### config.mk
export PLATFORM = sky130hd
export DESIGN_NAME = priority_then_round_robin_scheduler_top
export DESIGN_NICKNAME = d
export VERILOG_FILES = /design/src/rtl/core/ptrr_pkg.sv /design/src/rtl/core/priority_then_round_robin_scheduler_top.sv /design/src/rtl/core/ptrr_cell.sv /design/src/rtl/core/ptrr_ctrl.sv
export SDC_FILE = /design/constraint.sdc
export NUM_CORES = 2
export LEC_CHECK = 0
export BUFFER_PORTS_ARGS = -buffer_cell sky130_fd_sc_hd__buf_2
export CORE_MARGIN = 2
export CORE_UTILIZATION = 30
export DETAILED_ROUTE_END_ITERATION = 8
export PLACE_DENSITY_LB_ADDON = 0.05
export SYNTH_ARGS = -nofsm -noshare
export SYNTH_HDL_FRONTEND = slang
export SYNTH_SLANG_ARGS = --single-unit
### constraint.sdc
create_clock -name aclk -period 33.3 [get_ports aclk]
set_input_delay 1.665 -clock aclk [delete_from_list [all_inputs] [get_ports aclk]]
set_output_delay 1.665 -clock aclk [all_outputs]
set_load 0.01 [all_outputs]
### src/rtl/core/ptrr_pkg.sv
`default_nettype none
package ptrr_pkg;

    localparam int NUM_SLOTS       = 16;
    localparam int SLOT_W          = 4;
    localparam int COUNT_W         = 5;
    localparam int QUANT_W         = 4;
    localparam int TIME_W          = 32;
    localparam int SCAN_CYCLES     = NUM_SLOTS + 1;
    localparam logic [QUANT_W-1:0] DEFAULT_QUANTUM = 4'd4;

    localparam logic CFG_PROCESS_COUNT = 1'b0;
    localparam logic CFG_TIME_QUANTUM  = 1'b1;

    localparam logic ACT_LOAD = 1'b0;
    localparam logic ACT_TICK = 1'b1;

    typedef enum logic [3:0] {
        ST_IDLE,
        ST_SCAN,
        ST_DECIDE,
        ST_RR_DEMOTE,
        ST_RR_HEAD,
        ST_RR_PUSH,
        ST_PREEMPT,
        ST_PREEMPT_PUSH,
        ST_START,
        ST_DEMOTE_PREV,
        ST_PUSH_PREV,
        ST_RUN_BEST,
        ST_PUSH_BEST,
        ST_OUT
    } state_t;

    // Command broadcast along the row; the addressed cell acts on it
    typedef struct packed {
        logic              load;
        logic              wr_resp;
        logic              dec_rem;
        logic              set_dem;
        logic              slice_inc;
        logic              slice_clr;
        logic [SLOT_W-1:0] slot;
        logic [15:0]       pid;
        logic [15:0]       arrival;
        logic [15:0]       burst;
        logic [7:0]        prio;
        logic [TIME_W-1:0] resp;
    } cell_cmd_t;

    // Contents of one cell as seen by the sequencer
    typedef struct packed {
        logic [15:0]        pid;
        logic [15:0]        arrival;
        logic [15:0]        burst;
        logic [15:0]        remaining;
        logic               demoted;
        logic               started;
        logic [TIME_W-1:0]  resp;
        logic [QUANT_W-1:0] slice;
    } cell_view_t;

    // Running winner handed from cell to cell
    typedef struct packed {
        logic              valid;
        logic [SLOT_W-1:0] slot;
        logic [7:0]        prio;
    } best_t;

endpackage
`default_nettype wire

### src/rtl/core/priority_then_round_robin_scheduler_top.sv
// Two-level process scheduler: a priority level over a round-robin level.
// Input channel (s_valid/s_ready): action 0 loads a table slot with pid,
// arrival, burst and priority; action 1 advances one time tick.
// Result channel (m_valid/m_ready): exactly one item per input item, giving
// the tick time, the slot that ran and its level, and any completion with
// its finish, response, turnaround and waiting times.
// Configuration: cfg_wr_en writes cfg_data into register cfg_index
// (0 = process count, 1 = time quantum); write only while idle.
// Sequence: a load's result is ready the cycle after it is accepted; a tick
// first passes the winner through the row of 16 slot cells, then takes a
// decision step, then the table or queue updates that it calls for, one per cycle.
// One item is in flight at a time; the next is accepted the cycle after
// the result is taken.
// Reset (aresetn low, synchronous): tick counter zero, queue empty, no
// previous runner, all slot flags clear, quantum 4, process count 0.
// A stalled receiver holds the result registers and blocks new items.
`default_nettype none
module priority_then_round_robin_scheduler_top (
    input  wire logic        aclk,
    input  wire logic        aresetn,
    input  wire logic        s_valid,
    output logic             s_ready,
    input  wire logic        s_action,
    input  wire logic [3:0]  s_slot,
    input  wire logic [15:0] s_pid,
    input  wire logic [15:0] s_arrival,
    input  wire logic [15:0] s_burst,
    input  wire logic [7:0]  s_priority_req,
    output logic             m_valid,
    input  wire logic        m_ready,
    output logic [31:0]      m_tick_time,
    output logic             m_ran_valid,
    output logic [3:0]       m_ran_slot,
    output logic             m_ran_level,
    output logic             m_done_valid,
    output logic [3:0]       m_done_slot,
    output logic [15:0]      m_done_pid,
    output logic [31:0]      m_finish_time,
    output logic [31:0]      m_response_time,
    output logic [31:0]      m_turnaround,
    output logic [31:0]      m_waiting,
    input  wire logic        cfg_wr_en,
    input  wire logic        cfg_index,
    input  wire logic [4:0]  cfg_data
);

    ptrr_pkg::cell_cmd_t                 cmd;
    ptrr_pkg::best_t                     chain [ptrr_pkg::NUM_SLOTS+1];
    ptrr_pkg::cell_view_t                views [ptrr_pkg::NUM_SLOTS];
    ptrr_pkg::cell_view_t                view_sel;
    logic [ptrr_pkg::SLOT_W-1:0]         rd_idx;
    logic [ptrr_pkg::COUNT_W-1:0]        slot_limit;
    logic [ptrr_pkg::TIME_W-1:0]         now;

    assign chain[0]  = '0;
    assign view_sel  = views[rd_idx];

    // Row of slot cells, winner handed along one cell per cycle
    for (genvar i = 0; i < ptrr_pkg::NUM_SLOTS; i++) begin : g_cell
        ptrr_cell u_cell (
            .aclk       (aclk),
            .aresetn    (aresetn),
            .cell_idx   (ptrr_pkg::SLOT_W'(i)),
            .slot_limit (slot_limit),
            .now        (now),
            .cmd        (cmd),
            .best_in    (chain[i]),
            .best_out   (chain[i+1]),
            .view       (views[i])
        );
    end

    ptrr_ctrl u_ctrl (
        .aclk            (aclk),
        .aresetn         (aresetn),
        .s_valid         (s_valid),
        .s_ready         (s_ready),
        .s_action        (s_action),
        .s_slot          (s_slot),
        .s_pid           (s_pid),
        .s_arrival       (s_arrival),
        .s_burst         (s_burst),
        .s_priority_req  (s_priority_req),
        .m_valid         (m_valid),
        .m_ready         (m_ready),
        .m_tick_time     (m_tick_time),
        .m_ran_valid     (m_ran_valid),
        .m_ran_slot      (m_ran_slot),
        .m_ran_level     (m_ran_level),
        .m_done_valid    (m_done_valid),
        .m_done_slot     (m_done_slot),
        .m_done_pid      (m_done_pid),
        .m_finish_time   (m_finish_time),
        .m_response_time (m_response_time),
        .m_turnaround    (m_turnaround),
        .m_waiting       (m_waiting),
        .cfg_wr_en       (cfg_wr_en),
        .cfg_index       (cfg_index),
        .cfg_data        (cfg_data),
        .chain_best      (chain[ptrr_pkg::NUM_SLOTS]),
        .view            (view_sel),
        .cmd             (cmd),
        .rd_idx          (rd_idx),
        .slot_limit      (slot_limit),
        .now             (now)
    );

endmodule
`default_nettype wire

### src/rtl/core/ptrr_cell.sv
`default_nettype none
module ptrr_cell (
    input  wire logic                             aclk,
    input  wire logic                             aresetn,
    input  wire logic [ptrr_pkg::SLOT_W-1:0]      cell_idx,
    input  wire logic [ptrr_pkg::COUNT_W-1:0]     slot_limit,
    input  wire logic [ptrr_pkg::TIME_W-1:0]      now,
    input  wire ptrr_pkg::cell_cmd_t              cmd,
    input  wire ptrr_pkg::best_t                  best_in,
    output ptrr_pkg::best_t                       best_out,
    output ptrr_pkg::cell_view_t                  view
);

    logic [15:0]                  pid_reg;
    logic [15:0]                  arrival_reg;
    logic [15:0]                  burst_reg;
    logic [7:0]                   prio_reg;
    logic [15:0]                  remaining_reg;
    logic [ptrr_pkg::TIME_W-1:0]  resp_reg;
    logic                         demoted_reg;
    logic                         started_reg;
    logic [ptrr_pkg::QUANT_W-1:0] slice_reg;
    ptrr_pkg::best_t              best_reg;
    ptrr_pkg::best_t              best_next;
    logic                         hit;
    logic                         eligible;

    assign hit = (cmd.slot == cell_idx);

    // Eligible: in use, arrived, unfinished, still on level one
    assign eligible = ({1'b0, cell_idx} < slot_limit) &&
                      ({16'd0, arrival_reg} <= now) &&
                      (remaining_reg != 16'd0) && !demoted_reg;

    // Take over the running winner only on a strictly lower priority
    always_comb begin
        best_next = best_in;
        if (eligible && (!best_in.valid || prio_reg < best_in.prio)) begin
            best_next.valid = 1'b1;
            best_next.slot  = cell_idx;
            best_next.prio  = prio_reg;
        end
    end

    always_ff @(posedge aclk) begin
        if (!aresetn) begin
            best_reg <= '0;
        end else begin
            best_reg <= best_next;
        end
    end

    // Flags
    always_ff @(posedge aclk) begin
        if (!aresetn) begin
            demoted_reg <= 1'b0;
            started_reg <= 1'b0;
            slice_reg   <= '0;
        end else if (hit) begin
            if (cmd.load) begin
                demoted_reg <= 1'b0;
                started_reg <= 1'b0;
                slice_reg   <= '0;
            end else begin
                if (cmd.set_dem) begin
                    demoted_reg <= 1'b1;
                end
                if (cmd.wr_resp) begin
                    started_reg <= 1'b1;
                end
                if (cmd.slice_clr) begin
                    slice_reg <= '0;
                end else if (cmd.slice_inc) begin
                    slice_reg <= slice_reg + 1'b1;
                end
            end
        end
    end

    // Table payload
    always_ff @(posedge aclk) begin
        if (hit) begin
            if (cmd.load) begin
                pid_reg       <= cmd.pid;
                arrival_reg   <= cmd.arrival;
                burst_reg     <= cmd.burst;
                prio_reg      <= cmd.prio;
                remaining_reg <= cmd.burst;
            end else begin
                if (cmd.dec_rem) begin
                    remaining_reg <= remaining_reg - 16'd1;
                end
                if (cmd.wr_resp) begin
                    resp_reg <= cmd.resp;
                end
            end
        end
    end

    assign best_out       = best_reg;
    assign view.pid       = pid_reg;
    assign view.arrival   = arrival_reg;
    assign view.burst     = burst_reg;
    assign view.remaining = remaining_reg;
    assign view.demoted   = demoted_reg;
    assign view.started   = started_reg;
    assign view.resp      = resp_reg;
    assign view.slice     = slice_reg;

endmodule
`default_nettype wire

### src/rtl/core/ptrr_ctrl.sv
`default_nettype none
module ptrr_ctrl (
    input  wire logic                             aclk,
    input  wire logic                             aresetn,
    input  wire logic                             s_valid,
    output logic                                  s_ready,
    input  wire logic                             s_action,
    input  wire logic [3:0]                       s_slot,
    input  wire logic [15:0]                      s_pid,
    input  wire logic [15:0]                      s_arrival,
    input  wire logic [15:0]                      s_burst,
    input  wire logic [7:0]                       s_priority_req,
    output logic                                  m_valid,
    input  wire logic                             m_ready,
    output logic [31:0]                           m_tick_time,
    output logic                                  m_ran_valid,
    output logic [3:0]                            m_ran_slot,
    output logic                                  m_ran_level,
    output logic                                  m_done_valid,
    output logic [3:0]                            m_done_slot,
    output logic [15:0]                           m_done_pid,
    output logic [31:0]                           m_finish_time,
    output logic [31:0]                           m_response_time,
    output logic [31:0]                           m_turnaround,
    output logic [31:0]                           m_waiting,
    input  wire logic                             cfg_wr_en,
    input  wire logic                             cfg_index,
    input  wire logic [4:0]                       cfg_data,
    input  wire ptrr_pkg::best_t                  chain_best,
    input  wire ptrr_pkg::cell_view_t             view,
    output ptrr_pkg::cell_cmd_t                   cmd,
    output logic [ptrr_pkg::SLOT_W-1:0]           rd_idx,
    output logic [ptrr_pkg::COUNT_W-1:0]          slot_limit,
    output logic [ptrr_pkg::TIME_W-1:0]           now
);

    ptrr_pkg::state_t              state_reg, state_next;
    logic [ptrr_pkg::COUNT_W-1:0]  scan_cnt_reg, scan_cnt_next;
    logic [31:0]                   tick_reg, tick_next;
    logic [ptrr_pkg::COUNT_W-1:0]  pcount_reg;
    logic [ptrr_pkg::QUANT_W-1:0]  quantum_reg;
    logic [ptrr_pkg::QUANT_W-1:0]  q;
    logic                          prev_valid_reg, prev_valid_next;
    logic [ptrr_pkg::SLOT_W-1:0]   prev_idx_reg, prev_idx_next;
    ptrr_pkg::best_t               best_reg, best_next;
    logic [ptrr_pkg::SLOT_W-1:0]   head_reg, head_next;
    logic [ptrr_pkg::COUNT_W-1:0]  count_reg, count_next;
    logic [ptrr_pkg::SLOT_W-1:0]   fifo_mem [ptrr_pkg::NUM_SLOTS];
    logic                          fifo_we;
    logic [ptrr_pkg::SLOT_W-1:0]   fifo_waddr;
    logic [ptrr_pkg::SLOT_W-1:0]   fifo_head_reg;
    logic [ptrr_pkg::SLOT_W-1:0]   push_slot_reg, push_slot_next;
    logic [ptrr_pkg::SLOT_W-1:0]   rd_idx_reg, rd_idx_next;

    logic [31:0] r_tick_reg, r_tick_next;
    logic        r_ran_valid_reg, r_ran_valid_next;
    logic [3:0]  r_ran_slot_reg, r_ran_slot_next;
    logic        r_ran_level_reg, r_ran_level_next;
    logic        r_done_valid_reg, r_done_valid_next;
    logic [3:0]  r_done_slot_reg, r_done_slot_next;
    logic [15:0] r_done_pid_reg, r_done_pid_next;
    logic [31:0] r_finish_reg, r_finish_next;
    logic [31:0] r_resp_reg, r_resp_next;
    logic [31:0] r_tat_reg, r_tat_next;
    logic [31:0] r_wait_reg, r_wait_next;

    logic [31:0] d_finish;
    logic [31:0] d_tat;
    logic [31:0] d_wait;
    logic [15:0] new_rem;
    logic [4:0]  new_slice;
    logic [16:0] served;
    logic        best_differs;

    assign q          = (quantum_reg == '0) ? 4'd1 : quantum_reg;
    assign slot_limit = (pcount_reg > 5'(ptrr_pkg::NUM_SLOTS)) ?
                        5'(ptrr_pkg::NUM_SLOTS) : pcount_reg;
    assign now        = tick_reg;
    assign rd_idx     = rd_idx_reg;

    // Completion figures for the cell under view
    assign d_finish  = r_tick_reg + 32'd1;
    assign d_tat     = d_finish - {16'd0, view.arrival};
    assign d_wait    = d_tat - {16'd0, view.burst};
    assign new_rem   = view.remaining - 16'd1;
    assign new_slice = {1'b0, view.slice} + 5'd1;
    assign served    = {1'b0, view.burst} - {1'b0, new_rem};
    assign best_differs = (best_reg.valid != prev_valid_reg) ||
                          (best_reg.valid && best_reg.slot != prev_idx_reg);

    // Configuration registers
    always_ff @(posedge aclk) begin
        if (!aresetn) begin
            pcount_reg  <= '0;
            quantum_reg <= ptrr_pkg::DEFAULT_QUANTUM;
        end else if (cfg_wr_en) begin
            case (cfg_index)
                ptrr_pkg::CFG_PROCESS_COUNT: pcount_reg  <= cfg_data;
                ptrr_pkg::CFG_TIME_QUANTUM:  quantum_reg <= cfg_data[3:0];
                default: ;
            endcase
        end
    end

    // Round-robin queue storage; the head is read through a register, which
    // is settled by the decision cycle since the queue holds still while scanning
    always_ff @(posedge aclk) begin
        if (fifo_we) begin
            fifo_mem[fifo_waddr] <= push_slot_reg;
        end
        fifo_head_reg <= fifo_mem[head_reg];
    end

    always_ff @(posedge aclk) begin
        if (!aresetn) begin
            state_reg      <= ptrr_pkg::ST_IDLE;
            scan_cnt_reg   <= '0;
            tick_reg       <= '0;
            prev_valid_reg <= 1'b0;
            head_reg       <= '0;
            count_reg      <= '0;
        end else begin
            state_reg      <= state_next;
            scan_cnt_reg   <= scan_cnt_next;
            tick_reg       <= tick_next;
            prev_valid_reg <= prev_valid_next;
            head_reg       <= head_next;
            count_reg      <= count_next;
        end
    end

    always_ff @(posedge aclk) begin
        prev_idx_reg      <= prev_idx_next;
        best_reg          <= best_next;
        push_slot_reg     <= push_slot_next;
        rd_idx_reg        <= rd_idx_next;
        r_tick_reg        <= r_tick_next;
        r_ran_valid_reg   <= r_ran_valid_next;
        r_ran_slot_reg    <= r_ran_slot_next;
        r_ran_level_reg   <= r_ran_level_next;
        r_done_valid_reg  <= r_done_valid_next;
        r_done_slot_reg   <= r_done_slot_next;
        r_done_pid_reg    <= r_done_pid_next;
        r_finish_reg      <= r_finish_next;
        r_resp_reg        <= r_resp_next;
        r_tat_reg         <= r_tat_next;
        r_wait_reg        <= r_wait_next;
    end

    // Sequencer: one table or queue update per cycle
    always_comb begin
        state_next        = state_reg;
        scan_cnt_next     = scan_cnt_reg;
        tick_next         = tick_reg;
        prev_valid_next   = prev_valid_reg;
        prev_idx_next     = prev_idx_reg;
        best_next         = best_reg;
        head_next         = head_reg;
        count_next        = count_reg;
        push_slot_next    = push_slot_reg;
        rd_idx_next       = rd_idx_reg;
        fifo_we           = 1'b0;
        fifo_waddr        = head_reg + count_reg[ptrr_pkg::SLOT_W-1:0];
        cmd               = '0;
        cmd.slot          = rd_idx_reg;
        s_ready           = 1'b0;
        m_valid           = 1'b0;
        r_tick_next       = r_tick_reg;
        r_ran_valid_next  = r_ran_valid_reg;
        r_ran_slot_next   = r_ran_slot_reg;
        r_ran_level_next  = r_ran_level_reg;
        r_done_valid_next = r_done_valid_reg;
        r_done_slot_next  = r_done_slot_reg;
        r_done_pid_next   = r_done_pid_reg;
        r_finish_next     = r_finish_reg;
        r_resp_next       = r_resp_reg;
        r_tat_next        = r_tat_reg;
        r_wait_next       = r_wait_reg;

        case (state_reg)
            ptrr_pkg::ST_IDLE: begin
                s_ready = 1'b1;
                if (s_valid) begin
                    r_tick_next       = tick_reg;
                    r_ran_valid_next  = 1'b0;
                    r_ran_slot_next   = '0;
                    r_ran_level_next  = 1'b0;
                    r_done_valid_next = 1'b0;
                    r_done_slot_next  = '0;
                    r_done_pid_next   = '0;
                    r_finish_next     = '0;
                    r_resp_next       = '0;
                    r_tat_next        = '0;
                    r_wait_next       = '0;
                    if (s_action == ptrr_pkg::ACT_LOAD) begin
                        cmd.load    = 1'b1;
                        cmd.slot    = s_slot;
                        cmd.pid     = s_pid;
                        cmd.arrival = s_arrival;
                        cmd.burst   = s_burst;
                        cmd.prio    = s_priority_req;
                        state_next  = ptrr_pkg::ST_OUT;
                    end else begin
                        scan_cnt_next = '0;
                        state_next    = ptrr_pkg::ST_SCAN;
                    end
                end
            end

            // Let the winner ripple through the whole row
            ptrr_pkg::ST_SCAN: begin
                scan_cnt_next = scan_cnt_reg + 1'b1;
                if (scan_cnt_reg == 5'(ptrr_pkg::SCAN_CYCLES - 1)) begin
                    best_next  = chain_best;
                    state_next = ptrr_pkg::ST_DECIDE;
                end
            end

            ptrr_pkg::ST_DECIDE: begin
                tick_next = tick_reg + 32'd1;
                if (!best_reg.valid && count_reg != '0) begin
                    rd_idx_next = prev_idx_reg;
                    state_next  = ptrr_pkg::ST_RR_DEMOTE;
                end else if (best_reg.valid && count_reg != '0 && !prev_valid_reg) begin
                    rd_idx_next = fifo_head_reg;
                    state_next  = ptrr_pkg::ST_PREEMPT;
                end else begin
                    rd_idx_next = best_reg.slot;
                    state_next  = ptrr_pkg::ST_START;
                end
            end

            // Level one idle: retire a finished previous runner
            ptrr_pkg::ST_RR_DEMOTE: begin
                if (prev_valid_reg && view.remaining == 16'd0) begin
                    cmd.set_dem = 1'b1;
                end
                prev_valid_next = 1'b0;
                rd_idx_next     = fifo_head_reg;
                state_next      = ptrr_pkg::ST_RR_HEAD;
            end

            ptrr_pkg::ST_RR_HEAD: begin
                push_slot_next = rd_idx_reg;
                state_next     = ptrr_pkg::ST_OUT;
                if (view.remaining == 16'd0) begin
                    head_next  = head_reg + 1'b1;
                    count_next = count_reg - 1'b1;
                end else if (view.slice >= q) begin
                    cmd.slice_clr = 1'b1;
                    head_next     = head_reg + 1'b1;
                    count_next    = count_reg - 1'b1;
                    state_next    = ptrr_pkg::ST_RR_PUSH;
                end else begin
                    cmd.slice_inc    = 1'b1;
                    cmd.dec_rem      = 1'b1;
                    r_ran_valid_next = 1'b1;
                    r_ran_slot_next  = rd_idx_reg;
                    r_ran_level_next = 1'b1;
                    if (new_rem == 16'd0) begin
                        r_done_valid_next = 1'b1;
                        r_done_slot_next  = rd_idx_reg;
                        r_done_pid_next   = view.pid;
                        r_finish_next     = d_finish;
                        r_resp_next       = view.resp;
                        r_tat_next        = d_tat;
                        r_wait_next       = d_wait;
                        head_next         = head_reg + 1'b1;
                        count_next        = count_reg - 1'b1;
                    end else if (new_slice == {1'b0, q}) begin
                        cmd.slice_clr = 1'b1;
                        head_next     = head_reg + 1'b1;
                        count_next    = count_reg - 1'b1;
                        state_next    = ptrr_pkg::ST_RR_PUSH;
                    end
                end
            end

            ptrr_pkg::ST_RR_PUSH: begin
                if (count_reg < 5'(ptrr_pkg::NUM_SLOTS)) begin
                    fifo_we    = 1'b1;
                    count_next = count_reg + 1'b1;
                end
                state_next = ptrr_pkg::ST_OUT;
            end

            // Level one resumes: rotate a partly served queue head
            ptrr_pkg::ST_PREEMPT: begin
                push_slot_next = rd_idx_reg;
                rd_idx_next    = best_reg.slot;
                state_next     = ptrr_pkg::ST_START;
                if (view.slice != '0 && view.slice <= q) begin
                    head_next  = head_reg + 1'b1;
                    count_next = count_reg - 1'b1;
                    state_next = ptrr_pkg::ST_PREEMPT_PUSH;
                end
            end

            ptrr_pkg::ST_PREEMPT_PUSH: begin
                if (count_reg < 5'(ptrr_pkg::NUM_SLOTS)) begin
                    fifo_we    = 1'b1;
                    count_next = count_reg + 1'b1;
                end
                state_next = ptrr_pkg::ST_START;
            end

            // Record response time on first service
            ptrr_pkg::ST_START: begin
                if (best_reg.valid && !view.started) begin
                    cmd.wr_resp = 1'b1;
                    cmd.resp    = r_tick_reg - {16'd0, view.arrival};
                end
                rd_idx_next = prev_idx_reg;
                state_next  = ptrr_pkg::ST_DEMOTE_PREV;
            end

            // Demote and queue a displaced previous runner
            ptrr_pkg::ST_DEMOTE_PREV: begin
                push_slot_next = prev_idx_reg;
                rd_idx_next    = best_reg.slot;
                state_next     = ptrr_pkg::ST_RUN_BEST;
                if (best_differs && prev_valid_reg && !view.demoted) begin
                    cmd.set_dem = 1'b1;
                    state_next  = ptrr_pkg::ST_PUSH_PREV;
                end
            end

            ptrr_pkg::ST_PUSH_PREV: begin
                if (count_reg < 5'(ptrr_pkg::NUM_SLOTS)) begin
                    fifo_we    = 1'b1;
                    count_next = count_reg + 1'b1;
                end
                state_next = ptrr_pkg::ST_RUN_BEST;
            end

            ptrr_pkg::ST_RUN_BEST: begin
                push_slot_next  = best_reg.slot;
                prev_valid_next = best_reg.valid;
                prev_idx_next   = best_reg.slot;
                state_next      = ptrr_pkg::ST_OUT;
                if (best_reg.valid) begin
                    cmd.dec_rem      = 1'b1;
                    r_ran_valid_next = 1'b1;
                    r_ran_slot_next  = best_reg.slot;
                    r_ran_level_next = 1'b0;
                    if (new_rem == 16'd0) begin
                        cmd.set_dem       = 1'b1;
                        r_done_valid_next = 1'b1;
                        r_done_slot_next  = best_reg.slot;
                        r_done_pid_next   = view.pid;
                        r_finish_next     = d_finish;
                        r_resp_next       = view.resp;
                        r_tat_next        = d_tat;
                        r_wait_next       = d_wait;
                    end else if (served == {13'd0, q}) begin
                        cmd.set_dem = 1'b1;
                        state_next  = ptrr_pkg::ST_PUSH_BEST;
                    end
                end
            end

            ptrr_pkg::ST_PUSH_BEST: begin
                if (count_reg < 5'(ptrr_pkg::NUM_SLOTS)) begin
                    fifo_we    = 1'b1;
                    count_next = count_reg + 1'b1;
                end
                state_next = ptrr_pkg::ST_OUT;
            end

            // Hold the item until the receiver takes it
            ptrr_pkg::ST_OUT: begin
                m_valid = 1'b1;
                if (m_ready) begin
                    state_next = ptrr_pkg::ST_IDLE;
                end
            end

            default: begin
                state_next = ptrr_pkg::ST_IDLE;
            end
        endcase
    end

    assign m_tick_time     = r_tick_reg;
    assign m_ran_valid     = r_ran_valid_reg;
    assign m_ran_slot      = r_ran_slot_reg;
    assign m_ran_level     = r_ran_level_reg;
    assign m_done_valid    = r_done_valid_reg;
    assign m_done_slot     = r_done_slot_reg;
    assign m_done_pid      = r_done_pid_reg;
    assign m_finish_time   = r_finish_reg;
    assign m_response_time = r_resp_reg;
    assign m_turnaround    = r_tat_reg;
    assign m_waiting       = r_wait_reg;

endmodule
`default_nettype wire

# --- Yosys cells after proc, flatten, opt, wreduce, memory -nomap -nowiden ---
# Memory sizes are Yosys's and may differ from the RTL's. A register that Yosys moved wholly into a read port is not among the register bits.
# Index checks and enable logic that the tools add are counted.
word_totals:
  ff_bits: 2224
  n_memories: 1
  in_bits: 72
  ram_bits: 64
  out_inout_bits: 189
op_classes:
  bitwise_logic: 4
  order_cmp: 52
  n_mux: 222
  n_eq_ne: 45
  addsub: 45
  n_reduce_logical: 282
memory_table:
  columns: ["name", "words", "word_bits", "rd", "rd_ports_with_merged_regs", "write_ports", "line_no", "rtl"]
  rows:
  - ["u_ctrl.fifo_mem", 16, 4, 1, 1, 1, "ptrr_ctrl.sv:48", "logic [ptrr_pkg::SLOT_W-1:0] fifo_mem [ptrr_pkg::NUM_SLOTS];"]
op_table:
  columns: ["cell", "count"]
  rows:
  - ["$mux 32", 19]
  - ["$mux 16", 37]
  - ["$le 16x32->1", 16]
  - ["$bmux 102 s4", 1]
  - ["$pmux 32 s3", 4]
  - ["$mux 4", 77]
  - ["$sub 16x1->16 const B", 17]
  - ["$reduce_bool 16->1", 16]
  - ["$mux 13", 16]
  - ["$mux 102", 2]
  - ["$mux 60", 3]
  - ["$reduce_and 2->1", 85]
  - ["$lt 8x8->1", 15]
  - ["$sub 32x16->32", 3]
  - ["$logic_and 1x1->1", 72]
  - ["$add 4x1->4 const B", 17]
  - ["$add 32x1->32 const B", 2]
  - ["$reduce_and 3->1", 19]
  - ["$eq 4x4->1 const B", 14]
  - ["$pmux 4 s13", 1]
  - ["$pmux 16 s3", 1]
  - ["$mux 5", 9]
  - ["$lt 4x5->1 const A", 8]
  - ["$mux 1", 36]
  - ["47 further kinds", 160]

# --- Logic depth before layout (Yosys ltp) ---
depth:
  word_depth: 14
  ltp_mapped: 36
  depth_no_buf: 25

# --- Modules after synthesis ---
# Synthesis repeated with hierarchy kept, for this count alone.
hier_totals:
  hier_cells: 9024
  hier_area_um2: 114124.5
modules_own_cells:
  columns: ["mod", "instances", "area_each_um2", "cells_each"]
  rows:
  - ["ptrr_cell at g_cell[0].u_cell ...", 15, 5107.4, 373]
  - ["ptrr_ctrl", 1, 20596.0, 2200]
  - ["priority_then_round_robin_scheduler_top", 1, 11810.1, 855]
  - ["ptrr_cell at g_cell[10].u_cell", 1, 5107.4, 374]

# --- Worst setup path after synthesis ---
# OpenSTA, ideal clock, no wires.
synth_timing:
  path_type: "register to register"
  startpoint: "register u_ctrl.rd_idx_reg, in the netlist u_ctrl.rd_idx[0]"
  endpoint: "register u_ctrl.r_done_slot_reg[0], in the netlist u_ctrl.m_done_slot[0], enable pin"
  t_arrival_ps: 15800
  synth_period_minus_slack_ps: 16166
  slack_ps: 17134
  n_path_buf: 7
  path_stages_with_launch: 19
  setup_time_ps: 367
  cell_sequence: "edfxtp_1 buf_6 buf_4 buf_4 buf_4 buf_4 buf_4 buf_2 mux4_2 mux4_2 ha_1 nor2b_1 o21ai_0 nand2b_1 a21oi_1 and2_1 nand2_1 a211oi_1 a21boi_0"
synth_via:
  elab_chain_len: 8
  word_cells_on_any_way: 13
  cone_classes: "add/sub: 1; order compare: 1; eq/ne: 4; mux: 3; bitwise: 1; reduce/logical: 3"
synth_rtl:
  columns: ["item", "line_no", "rtl"]
  rows:
  - ["start, declared", "ptrr_ctrl.sv:53", "logic [ptrr_pkg::SLOT_W-1:0] rd_idx_reg, rd_idx_next;"]
  - ["start signal, assigned", "ptrr_ctrl.sv:136", "rd_idx_reg <= rd_idx_next;"]
  - ["$not 4->5 (not written as such) (*)", "priority_then_round_robin_scheduler_top.sv:56", "assign view_sel = views[rd_idx];"]
  - ["$bmux 102 s4 (*)", "priority_then_round_robin_scheduler_top.sv:56", null]
  - ["$mux 102 (not written as such) (*) (2 in series)", "priority_then_round_robin_scheduler_top.sv:56", null]
  - ["$sub 16x1->16", "ptrr_ctrl.sv:85", "assign new_rem = view.remaining - 16'd1;"]
  - ["$logic_not 16->1", "ptrr_ctrl.sv:260, ptrr_ctrl.sv:346", null]
  - ["$ne 2x1->1 (no line)", null, null]
  - ["$reduce_and 7->1 (no line) (*)", null, null]
  - ["end signal, assigned", "ptrr_ctrl.sv:142", "r_done_slot_reg <= r_done_slot_next;"]
  - ["end, declared", "ptrr_ctrl.sv:60", "logic [3:0] r_done_slot_reg, r_done_slot_next;"]
# Mark *: on every way between the ends. The rest lies on a longest branch, timed or not. The select of a mux whose other input is x is not followed.
# A chain may end at the register's enable or synchronous reset.

# --- Final worst setup path ---
layout_timing:
  startpoint: "register u_ctrl.rd_idx_reg, in the netlist u_ctrl.rd_idx[0]"
  endpoint: "register u_ctrl.r_wait_reg[26], in the netlist u_ctrl.m_waiting[26] (data pin)"
layout_via:
  elab_chain_len: 10
  word_cells_on_any_way: 13
  cone_classes: "add/sub: 3; mux: 8; bitwise: 1; reduce/logical: 1"
layout_rtl:
  columns: ["item", "line_no", "rtl"]
  rows:
  - ["$not 4->5 (not written as such) (*)", "priority_then_round_robin_scheduler_top.sv:56", null]
  - ["$bmux 102 s4 (*)", "priority_then_round_robin_scheduler_top.sv:56", null]
  - ["$mux 102 (not written as such) (*) (2 in series)", "priority_then_round_robin_scheduler_top.sv:56", null]
  - ["$sub 32x16->32 / $sub 16x1->16 (equally long branches)", null, null]
  - ["$sub 32x16->32 / $logic_not 16->1 (equally long branches)", null, null]
  - ["$mux 32 (*)", "ptrr_ctrl.sv:260, ptrr_ctrl.sv:346", null]
  - ["$mux 32", "ptrr_ctrl.sv:249", "end else if (view.slice >= q) begin"]
  - ["$mux 32", "ptrr_ctrl.sv:246", "if (view.remaining == 16'd0) begin"]
  - ["$pmux 32 s3 (*)", "ptrr_ctrl.sv:180", "case (state_reg)"]
  - ["end signal, assigned", "ptrr_ctrl.sv:147", "r_wait_reg <= r_wait_next;"]
  - ["end, declared", "ptrr_ctrl.sv:65", "logic [31:0] r_wait_reg, r_wait_next;"]
# Marks and branches as above.

==> out/results.txt <==
status: finished clean
PD cells: 86.1 nW/µm²
YS warnings: 0
RSZ-0062 raised after global routing: false
hold_buf cts: 0
Yosys top cell by area: edfxtp_1
FF+latch count, synth: 2,277
final hold vios: 0
Hold Slack: 0.411 ns
post-synthesis sequential area ratio: 60.3%
drt wl/cell: 29.2 µm
Synth area leaders: edfxtp_1 (54%), mux4_2 (11%), dfxtp_1 (6.4%)
Worst Hold Class: reg2reg
Post-Synth Simple-Gate Area: 9.12%
PortBufs: 260
Resized Gates After CTS: 0
# Max-Cap Violations: 0
via count: 68,200
EDFF count, synth: 1,932
worst path arrival time: 9.28 ns
max reg flops: 512
crit path capture type: flip-flop
Worst Setup Path Type: reg2reg
vias per inst: 5.20
Clock Sinks: 2,277
library cells used by synthesis: 92
area grow syn2layout: 15.2%
post-route ant nets: 0
final worst-path cycle share: 25.9%
Synth Area in Adders: 5.65%
Slew HR: 10.5%
# DRC: 0
DRT iter0 DRCs: 5,246
Placeable Area: 358,000 µm²
Final min period: 8.61 ns
crit path launch type: flip-flop
Synth Area in XOR/XNOR: 3.25%
R2R depth: 20
I/O pins: 261
final setup violation count: 0
leak pwr: 42.1 nW
Yosys top cell area share: 53.8%
syn nets: 8,348
DP Wirelength: 255 mm
Critical Path Fanout Max: 71
post-CTS setup buffers: 0
CTS H-Tree Depth: 5
Post-Syn Area: 108,000 µm²
Detailed Route WL: 383 mm
vias in the first global route: 69,300
Compound-Gate Fraction of Synth Area: 7.57%
mux share of post-synthesis cell area: 11.7%
grt ovf: 0
Reg2Reg Setup Slack: 24.69 ns
CTS tree: built
Clock Latency Late Sink: 0.92 ns
chip width: 603 µm
Starting Density: 30.1%
Die Area: 364,000 µm²
VDD IR max: 0.105 mV
CTS root buffer: clkbuf_16
prevailing post-synth register cell: edfxtp_1
Bufs on Longest Clock Path: 4
chip height: 603 µm
# nets final: 8,692
Synth Instances: 7,795
fmax: 116 MHz
Final GP Congestion: 0.842
first-pass GRT wire length: 540 mm
cts bufs inserted: 285
hold depth: 0
syn avg cell area: 13.8 µm²
layout cells sized above 1: 17.2%
Pre-antenna DRT Iters: 6
initial antenna violation count: 23
CP Data Required Time: 33.97 ns
largest net degree at the start of global routing: 164
Async S/R FF share, synth: 0%
Total Routing Usage GR: 20.7%
Setup Total Neg Slack: 0 ns
largest family of logic cells by synthesized area: multiplexers
Clock Pin Slew Worst Setup and Hold Paths: 0.06 ns
Clock Skew: 0.0653 ns
Worst-Margin Slew: 1.34 ns
Rows: 220
Pins Over Slew Limit: 0
report_power, final:
group | internal (W) | leakage, nW | switching, W
clock network | 0.00175 | 4.33 | 0.00126
logic | 0.00149 | 16.9 | 0.00255
registers | 0.00343 | 20.8 | 0.000209
total | 0.00667 | 42.1 | 0.00402
cells in the mapped netlist (66+ instances only):
master and number:
a21o_1 88, a21oi_1 640, and2_1 75, buf_1 66, clkbuf_1 269, dfxtp_1 345, edfxtp_1 1932, ha_1 475
inv_1 324, mux2i_1 113, mux4_2 505, nand2_1 451, nand2b_1 116, nand3_1 74, nand4_1 160, nor2_1 541
nor2b_1 109, nor3_1 173, o21a_1 120, o21ai_0 207, xnor2_1 239, xor2_1 156
layout make-up:
type,count,area [µm²]
diodes,5,12.5
flip-flops and latches,2277,64900
inverters,326,1270
fillers,35000,234000
well taps,4773,5970
clock buffers,379,7800
repair buffers,425,2640
multi-input cells,4824,40500
clock inverters,126,1060
metal layers:
| metal | share of wire, % | global-route usage, % | vias up | wire length [µm] |
|---|---|---|---|---|
| met2 | 48 | 34.9 | 1667 | 185000 |
| li1 | - | - | 30600 | - |
| met3 | 4.5 | 2.93 | 399 | 17200 |
| met1 | 45 | 28.1 | 35600 | 172000 |
| met4 | 2.3 | 4.72 | 8 | 8740 |
| met5 | 0.013 | 0 | - | 48 |
through the flow:
step	instances	util (%)	instance area [µm²]	power (W)	setup slack [ns]
finish	13100	34.6	124000	0.0107	24.69
global route	13100	34.6	124000	0.0112	23.94
CTS	13100	34.6	124000	0.0109	24.55
detailed placement	12600	32.2	115000	0.00779	24.58
global placement	12600	32.2	115000	0.00780	24.55
floorplan	7795	-	108000	0.00630	17.13
cells by family after synthesis:
logic type,after synthesis
DFF,2277
AOI/OAI and AO/OA,1340
muxes,624
xor gates and xnor gates,397
adders and majority gates,483
buffers and inverters,694
and+or+nand+nor,1980
cell usage in the layout (no fill, tap or decap), drive strengths merged, types with 121 or more instances in the layout:
cell type	synthesis	routed
edfxtp	1932	1932
a21oi	640	640
nor2	541	541
mux4	505	505
ha	475	475
nand2	453	453
buf	99	425
clkbuf	269	379
dfxtp	345	345
inv	326	343
xnor2	240	240
o21ai	223	223
nor3	175	175
nand4	160	160
xor2	156	156
o21a	121	121
worst paths after layout:
| kind | start | end |
|---|---|---|
| setup / recovery | u_ctrl.rd_idx[0] | u_ctrl.m_waiting[26] |
| hold / removal | g_cell[15].u_cell.best_out[11] | u_ctrl.best_reg[11] |
| setup reg to reg | u_ctrl.rd_idx[0] | u_ctrl.m_waiting[26] |
| hold reg to reg | g_cell[15].u_cell.best_out[11] | u_ctrl.best_reg[11] |
critical path: stages, from the launching register on:
cell      delay, ns
edfxtp_1       0.64
buf_12         0.59
buf_4          0.87
buf_4          0.89
mux4_2         0.60
mux4_2         0.55
inv_1          0.13
ha_1           0.27
a21o_1         0.18
a21oi_1        0.22
o21ai_0        0.14
a21oi_1        0.25
o21bai_1       0.11
a21oi_1        0.22
o21ai_0        0.19
a2111o_1       0.45
a311oi_1       0.48
nand2b_1       0.36
or4b_2         0.73
xnor2_1        0.15
a211oi_1       0.24
No activity file was read; power rests on OpenSTA's default activity.
